`src/hdl/bat_ram.sv`:
```
module bat_ram #(
	parameter int WIDTH = 8,
	parameter int DEPTH = 16
) (
	input  logic                     clk,
	input  logic                     we,
	input  logic [$clog2(DEPTH)-1:0] waddr,
	input  logic [WIDTH-1:0]         wdata,
	input  logic [$clog2(DEPTH)-1:0] raddr,
	output logic [WIDTH-1:0]         rdata
);

	logic [WIDTH-1:0] mem_q [DEPTH];

	always_ff @(posedge clk) begin
		if (we) begin
			mem_q[waddr] <= wdata;
		end
		rdata <= mem_q[raddr];
	end

endmodule

```
`config.mk`:
```
export PLATFORM = sky130hd
export DESIGN_NAME = bat_ram
export DESIGN_NICKNAME = d
export VERILOG_FILES = /design/src/hdl/bat_ram.sv
export SDC_FILE = /design/constraint.sdc
export NUM_CORES = 1
export LEC_CHECK = 0
export BUFFER_PORTS_ARGS = -buffer_cell sky130_fd_sc_hd__buf_2
export CAP_MARGIN = 15
export CORE_UTILIZATION = 50
export CTS_CLUSTER_SIZE = 30
export DETAILED_ROUTE_END_ITERATION = 10
export PLACE_DENSITY = 0.76
export SKIP_CTS_REPAIR_TIMING = 1
export SYNTH_ARGS = -nofsm -noshare
export SYNTH_HDL_FRONTEND = slang
export SYNTH_SLANG_ARGS = --single-unit
```
`constraint.sdc`:
```
create_clock -name clk -period 1.6 [get_ports clk]
set_input_delay 0 -clock clk [delete_from_list [all_inputs] [get_ports clk]]
set_output_delay 0 -clock clk [all_outputs]
set_load 0.1 [all_outputs]
```
======== Yosys cells after proc, flatten, opt, wreduce, memory -nomap -nowiden ========
Memory sizes are Yosys's and may differ from the RTL's. A register that Yosys moved wholly into a read port is not among the register bits.
Index checks and enable logic that the tools add are counted.
word-level totals
  register bits after elaboration ......... 0
  memory bits (writable) .................. 128
  word-level logic and storage cells ...... 3
  memories kept ........................... 1
  output and inout bits ................... 8
memory list
  name   depth  width  read ports  clocked after Yosys merged registers in  wr ports  RTL line  RTL
  mem_q  16     8      1           1                                        1         13        logic [WIDTH-1:0] mem_q [DEPTH];
operators by class
  mux-type cells .......................... 2
operator list
  cell    count
  $mux 1  2

======== Longest topological paths before layout ========
  depth after elaboration ................. 2
  gate-level depth with buffers ........... 5
  gate-level depth less buffers ........... 3

======== Worst setup path before layout ========
OpenSTA, ideal clock, no wires.
  path kind ............................... in2reg
  from .................................... input waddr[2]
  to ...................................... memory mem_q[0][0] (enable)
  data arrival time ....................... 1,110 ps
  stages on the path ...................... 2
  required time ........................... 1,217 ps
  slack ................................... 107 ps
  cells stage by stage .................... or3b_2 -> nor3_1
RTL lines
  item                RTL line  RTL
  start: declaration  7         input logic [$clog2(DEPTH)-1:0] waddr,
  end: declaration    13
Straight into the memory's write port.

==> out/results.ini <==
[sta]
layout_setup_ws_ns=0.185
fmax_mhz=707
finalCriticalPeriod_ns=1.41
timing.final.crit_share_pct=88.4
grt_setup_unrepaired=no
slew_viol_final=0
setup_tns_ns=0
tightestPinTransition_ns=0.496
finalHoldViolations=0
finalSetupViolCount=0
skew_ns=0.00664
whs_ns=0.0542
maxSlewHeadroom_pct=67.1

[power_and_ir_drop]
ir_drop_mv=0.637
cellLeakagePower_nw=2.12
power.density_mw_per_mm2=1320
total_power_mw=8.13

[placement]
place_ws_ns=0.161
place_area_sq_mm=0.00554
hpwlAfterDp_mm=6.02
place_inst=399
numPortBuffers=25
gp_congestion=0.736

[setup_path]
critPathSlowestCell=mux4_2
crit_type=reg2reg
worstPathCellList=mux4_2 -> a22oi_1 -> nand2_1
cp_top_family=multiplexers
required_ns=1.99
path_max_fanout=1
crit_path_end_kind=flip-flop
critPathBufInv=0
slowest_delay_ns=0.47
reg2reg_slack_ns=0.19
startpoint_type=flip-flop
worst_ep_arrival_time_ns=1.80

[synthesis]
ys_seq_elements=136
ys_seq_area_share_pct=77.8
avgSynthCellArea_sq_um=22.5
ys_warn_count=0
syn_nets=247
synthAdderAreaFrac_pct=0
synthSimpleGateAreaFrac_pct=3.18
synth-compound-area-share_pct=2.33
synth_area_sq_mm=0.00515
synthMuxAreaShare_pct=15.0
synth-xor-area-share_pct=0
synth_top_family_by_area=multiplexers
netlist_instances=229
synth.distinct_cells=19

[finish]
layout_commonest_cell=edfxtp_1
drive_gt1_share_pct=31.0
layout_common_cells=edfxtp_1, buf_2, buf_4
final_util_pct=62.6
final_cells=440
syn_to_final_growth_pct=20.0
stdcell_area_sq_mm=0.00618
final_nets=311

[floorplanning]
core_sq_mm=0.00986
die_y_um=103
num_rows=36
die_w_um=103
die_area_sq_mm=0.0107
start_util_pct=52.2
io_pins=26

[clock_network]
cts.sinks=136
clock_latency_ns=0.52
h-tree-depth=4
clock_path_buffers=2
clkTransAtPathRegs_ns=0.06
numCtsBuffers=17
clockRootBuffer=clkbuf_8
cts_tree=yes

[outcome]
status=finished clean

[detailed_routing]
wl_per_cell_um=22.7
drtIter0Drc=195
vias=2508
routed_wl_mm=9.98
ant_nets=0
vias_per_cell=5.70
drcViolationCount=0
drtPass1Iterations=5

[global_routing]
grt-ovfl-total=0
grt_antenna_before_repair=0
grt_max_degree=33
grt_pass1_vias=2536
grt_pass1_wl_mm=15.0
track_usage_pct=21.2

[run]
cap_violations=0

[worst_hold_path]
hold_path.class=in2reg

per-layer routing:
metal / vias to the layer above / routed length [um] / GRT usage [%]
met5: - / 0 / 0
met4: 0 / 154 / 8.45
met3: 14 / 781 / 6.05
met2: 100 / 5050 / 34.2
met1: 1289 / 4000 / 27.6
li1: 1105 / - / -
final cells by class:
type	count	area, sq um
Sequential cell	136	4000
Fill cell	642	3690
Multi-Input combinational cell	83	1060
Clock buffer	18	418
Timing Repair Buffer	55	395
Tap cell	133	166
Clock inverter	14	133
Antenna cell	1	2.50
final timing paths:
kind / end / cells after the start / start
worst max register to register: rdata[7]$_DFF_P_ / 3 / mem_q[0][7]$_DFFE_PP_
worst max-delay path: rdata[7]$_DFF_P_ / 3 / mem_q[0][7]$_DFFE_PP_
worst min register to register: rdata[2]$_DFF_P_ / 3 / mem_q[8][2]$_DFFE_PP_
worst min-delay path: mem_q[8][7]$_DFFE_PP_ / 3 / waddr[1]
Yosys cell counts:
cell,count,share of area (%)
mux4_1,14,7.1
buf_6,3,0.66
mux4_2,18,7.9
and2b_1,1,0.15
or3b_2,1,0.17
edfxtp_1,128,75
nor2_1,13,0.95
buf_2,3,0.29
nand2_1,9,0.66
nand2b_1,2,0.24
nand3b_1,2,0.29
dfxtp_1,8,3.1
nand3_1,1,0.097
a22oi_1,16,2.3
clkdlybuf4s25_2,3,0.58
buf_4,1,0.15
and2_1,1,0.12
nor3_1,4,0.39
nor2b_1,1,0.12
logic make-up after synthesis:
| family | count (synthesis) |
|---|---|
| AOI/OAI and AO/OA | 16 |
| buffers and inverters | 10 |
| DFF | 136 |
| muxes | 32 |
| and+or+nand+nor | 35 |
power breakdown:
| part | switching, mW | internal (mW) |
|---|---|---|
| Combinational | 0.383 | 0.178 |
| Clock | 1.36 | 2.19 |
| Sequential | 0.0263 | 3.98 |
| Total | 1.77 | 6.35 |
sequential cells by signal (all words and copies together) (netlist names):
name / cells
mem_q: 128
rdata: 8
tightest hold or removal path, delay by kind of cell:
family	cells	cell delay [ns]
buf+inv	2	0.32
simple gates	1	0.07
Note: power is estimated with default switching activity, not from simulation.
