--- config.mk ---
export PLATFORM = sky130hd
export DESIGN_NAME = bat_cmp
export DESIGN_NICKNAME = d
export VERILOG_FILES = /design/src/hdl/bat_pkg.sv /design/src/hdl/bat_cmp.sv
export SDC_FILE = /design/constraint.sdc
export NUM_CORES = 1
export LEC_CHECK = 0
export BUFFER_PORTS_ARGS = -buffer_cell sky130_fd_sc_hd__buf_2
export CAP_MARGIN = 15
export CORE_AREA = 2 2 76 78
export DETAILED_ROUTE_END_ITERATION = 16
export DIE_AREA = 0 0 78 80
export GPL_TIMING_DRIVEN = 0
export PLACE_DENSITY = 0.6
export SLEW_MARGIN = 20
export SYNTH_ARGS = -nofsm -noshare
export SYNTH_HDL_FRONTEND = slang
export SYNTH_SLANG_ARGS = --single-unit
--- constraint.sdc ---
create_clock -name vclk -period 1.5
set_clock_uncertainty 0.2 [all_clocks]
set_input_delay 0.075 -clock vclk [all_inputs]
set_output_delay 0.075 -clock vclk [all_outputs]
set_load 0.03 [all_outputs]
--- src/hdl/bat_pkg.sv ---
package bat_pkg;

	localparam logic [1:0] KIND_NONE  = 2'd0;
	localparam logic [1:0] KIND_READ  = 2'd1;
	localparam logic [1:0] KIND_WRITE = 2'd2;

	localparam logic [8:0] MAX_ENTRIES_RESET = 9'd256;

	typedef struct packed {
		logic [31:0] block_offset;
		logic [31:0] block_count;
		logic        is_read;
		logic        is_write;
	} cmd_t;

	typedef struct packed {
		logic        hit;
		logic        evicted;
		logic [31:0] read_total;
		logic [31:0] write_total;
		logic [1:0]  last_kind;
		logic [31:0] peak_count;
		logic [8:0]  entries_used;
	} res_t;

	typedef struct packed {
		logic [31:0] offset;
		logic [31:0] length;
		logic [31:0] reads;
		logic [31:0] writes;
		logic [1:0]  kind;
	} entry_t;

	localparam int ENTRY_W = $bits(entry_t);

	typedef enum logic [2:0] {
		ST_IDLE,
		ST_SEARCH,
		ST_HIT,
		ST_PEAK,
		ST_MISS
	} state_t;

	function automatic logic [31:0] sat_inc(input logic [31:0] v);
		sat_inc = (v == 32'hFFFF_FFFF) ? v : v + 32'd1;
	endfunction

endpackage

--- src/hdl/bat_cmp.sv ---
module bat_cmp import bat_pkg::*; (
	input  logic   vld,
	input  cmd_t   key,
	input  entry_t entry,
	output logic   match
);

	// An entry matches only when both the offset and the block count agree.
	assign match = vld && (entry.offset == key.block_offset) &&
		(entry.length == key.block_count);

endmodule

# After elaboration in Yosys (flattened, before gate mapping)
# Index checks and enable logic that the tools add are counted.
[word_totals]
ff_bits = 0
wordCells = 4
[classes]
reduce_logical = 2
eq_ne = 2
[op_table]
columns = ["operator", "n"]
rows = [
  ["equality test 32 bit", 2],
  ["logical AND 1 bit", 2],
]

# Logic depth before layout (Yosys ltp)
[depth]
depth_word = 3
depth_mapped = 5

# Least setup slack after synthesis
# No wires, ideal clock.
[synth_path]
kind = "input -> output"
from = "input port entry[126] in the netlist's numbering"
to = "output port match"
path_stages = 5
t_arrival_ns = 1.315
setup_slack_ns = -0.090
path_buffers = 0
path_cell_list = "inv_1 -> o22ai_2 -> a2111oi_4 -> nand4_1 -> nor4_2"
[synth_via]
elab_chain_cells = 3
[synth_lines]
columns = ["element", "line_no", "rtl"]
rows = [
  ["start: declaration", "bat_cmp.sv:4", "input entry_t entry,"],
  ["equality test 32 bit", "bat_cmp.sv:9", "assign match = vld && (entry.offset == key.block_offset) &&"],
  ["logical AND 1 bit (2 in a row)", "bat_cmp.sv:9", ""],
  ["end: declaration", "bat_cmp.sv:5", "output logic match"],
]
# No other way between the ends.

# Final worst setup path
# Same ends and word-level chain as after synthesis.

==> results.toml <==
[outcome]
status = "finished with violations"
violations = "setup timing"

[flow_run]
maxCapViolations = 0

[floorplanning]
num_rows = 27
die_h_um = 80
ios = 198
die_area_um2 = 6240
coreArea_um2 = 5405
start_util = 0.1475
die_w_um = 78

[worst_setup_path]
startpoint_type = "primary input"
crit_family = "simple AND/OR/NAND/NOR gates"
arrival_ns = 1.32
cp_slowest_cell = "a2111oi_4"
critPathKind = "primary input to output port"
crit_buf_inv = 3
path_cells = "buf_2, inv_1, o22ai_2, a2111oi_4, nand4_1, nor4_4, buf_6"
critPathMaxFanout = 2
endpoint_kind = "output port"
crit_path_max_incr_delay_ns = 0.33
required_ns = 1.22

[power]
power_frac_seq = 0
p_leak_uw = 0.0009038
p_sw_uw = 168.9
power_frac_comb = 1.000
power_density_nw_per_um2 = 250.7
swShare = 0.3984
clkPwrFrac = 0
total_power_uw = 424.1
ir_worst_vdd_mv = 0.08094
power.internal_uw = 255.1

[route]
via_per_inst = 4.074
routedWlPerCell_um = 12.17
ant_nets = 0
first_iter_violations = 17
first_pass_iters = 4
wirelength_um = 3797
vias = 1271
drc_errors = 0

[timing]
timing.final.crit_share = 1.063
rsz0062_at_grt = "true"
finalSetupTns_ns = -0.09379
max_freq_mhz = 627.4
finalHoldViolations = 0
setup_viol_count_final = 1
max_slew_margin = 0.7500
fin_ws_ns = -0.09379
min_period_ns = 1.594
tightestPinTransition_ns = 0.3749
drv_slew = 0

[yosys]
syn_area_um2 = 797.0
yosys_warnings = 0
synth-xor-area-share = 0.4505
synthCells = 110
synth.area.mux_share = 0
syn_avg_cell_area_um2 = 7.246
synth-simple-area-share = 0.1617
synth_compound_area_frac = 0.2747
syn_nets = 307
synth_top_area_cell = "xnor2_1"
ys_types = 22
yosysSeqAreaShare = 0
synth_top_family_by_area = "XOR/XNOR gates"
synth_area_leaders = "xnor2_1 31%, xor2_1 14%, inv_1 11%, nand4_1 7.1%, a221oi_1 6.6%"
synth_top_area_share = 0.3077
synth_adder_area_share = 0

[finish]
seq_cells = 0
area_growth_pct = 112.2
drive_above_1_share = 0.5958
layout.nets = 439
layout_commonest_cell = "buf_2"
seq_area_um2 = 0
num_antenna_cells = 0
layout_common_cells = "117 x buf_2, 24 x inv_1, 21 x xnor2_1"
n_clock_buffer = 0

[global_route]
grt_antenna_before_repair = 0
grt_overflow = 0
grt_pass1_wl_um = 5382
grt_pass1_vias = 1274
grt_usage = 0.1075
grt_start_max_net_pins = 3

[min_path]
hold_path_end = "match"
hold_path.startpoint = "key[57]"
min_path_type = "primary input to output port"
holdPathStages = 5

[placed_design]
gp_congestion = 0.7411
port_buffers = 130
hpwl_um = 3474

[clock_network]
cts_hold_buf = 0
post_cts_buffers = 0
cell families after synthesis:
family | Yosys count
AOI/OAI and AO/OA | 24
buffers and inverters | 24
xor gates and xnor gates | 41
and+or+nand+nor | 21
power groups by stage:
| stage | sequential, uW | clock [uW] | combinational [uW] |
|---|---|---|---|
| floorplan | 0 | 0 | 163 |
| global placement | 0 | 0 | 382 |
| detailed placement | 0 | 0 | 387 |
| CTS | 0 | 0 | 396 |
| global route | 0 | 0 | 469 |
| finish | 0 | 0 | 424 |
synth_stat cells:
master     count
a2111oi_4      1
a21oi_1        1
a221oi_1       6
a221oi_2       1
a22oi_1        1
a2bb2oi_1      1
and3_1         1
and4_1         1
inv_1         24
nand2_1        1
nand3_1        1
nand4_1        9
nor2_1         2
nor3_1         2
nor4_1         3
nor4_2         1
o221ai_1       1
o22ai_1        6
o22ai_2        1
o2bb2ai_1      5
xnor2_1       28
xor2_1        13
metal layers:
metal	track usage	part of all wire	routed length [um]
met5	0	0	0
met4	0	0	0
met3	0.02149	0.12	438
met2	0.2017	0.45	1692
met1	0.1342	0.44	1666
through the flow:
step,utilization,area (um^2),hold slack (ns),std cells,setup WS (ns)
3_5_place_dp,0.2861,1546,0.4762,312,-0.2690
4_1_cts,0.2919,1578,0.4384,312,-0.1511
3_3_place_gp,0.2861,1546,0.4765,312,-0.2731
6_report,0.3130,1692,0.4347,312,-0.09379
5_1_grt,0.3130,1692,0.4592,312,-0.1925
2_1_floorplan,-,805.8,0.1922,110,0.04006
worst max-delay path by stage:
stage / slack (ns) / start / depth (start not counted) / end
2_1_floorplan: 0.04 / entry[126] / 5 / match
3_3_place_gp: -0.27 / key[59] / 7 / match
3_5_place_dp: -0.27 / key[50] / 7 / match
4_1_cts: -0.15 / entry[71] / 7 / match
5_1_grt: -0.19 / key[59] / 7 / match
6_report: -0.09 / entry[126] / 7 / match
tightest hold or removal path, delay by kind of cell:
| kind | cells | cell delay, ns |
|---|---|---|
| AO/OA/AOI/OAI | 1 | 0.07 |
| buffers and inverters | 2 | 0.22 |
| AND/OR/NAND/NOR | 2 | 0.19 |
area by class of cell:
class | count | area, um^2
Fill cell | 589 | 3714
Tap cell | 72 | 90.09
Multi-Input combinational cell | 86 | 779.5
Inverter | 24 | 90.09
Timing Repair Buffer | 130 | 732.0
timing repair:
| item | in CTS | in global routing |
|---|---|---|
| endpoints found under the setup margin | 1 | 1 |
| cloned | 0 | 0 |
| gates resized for setup | 6 | 17 |
| pin swaps | 8 | 17 |
Note: power is estimated with default switching activity, not from simulation.
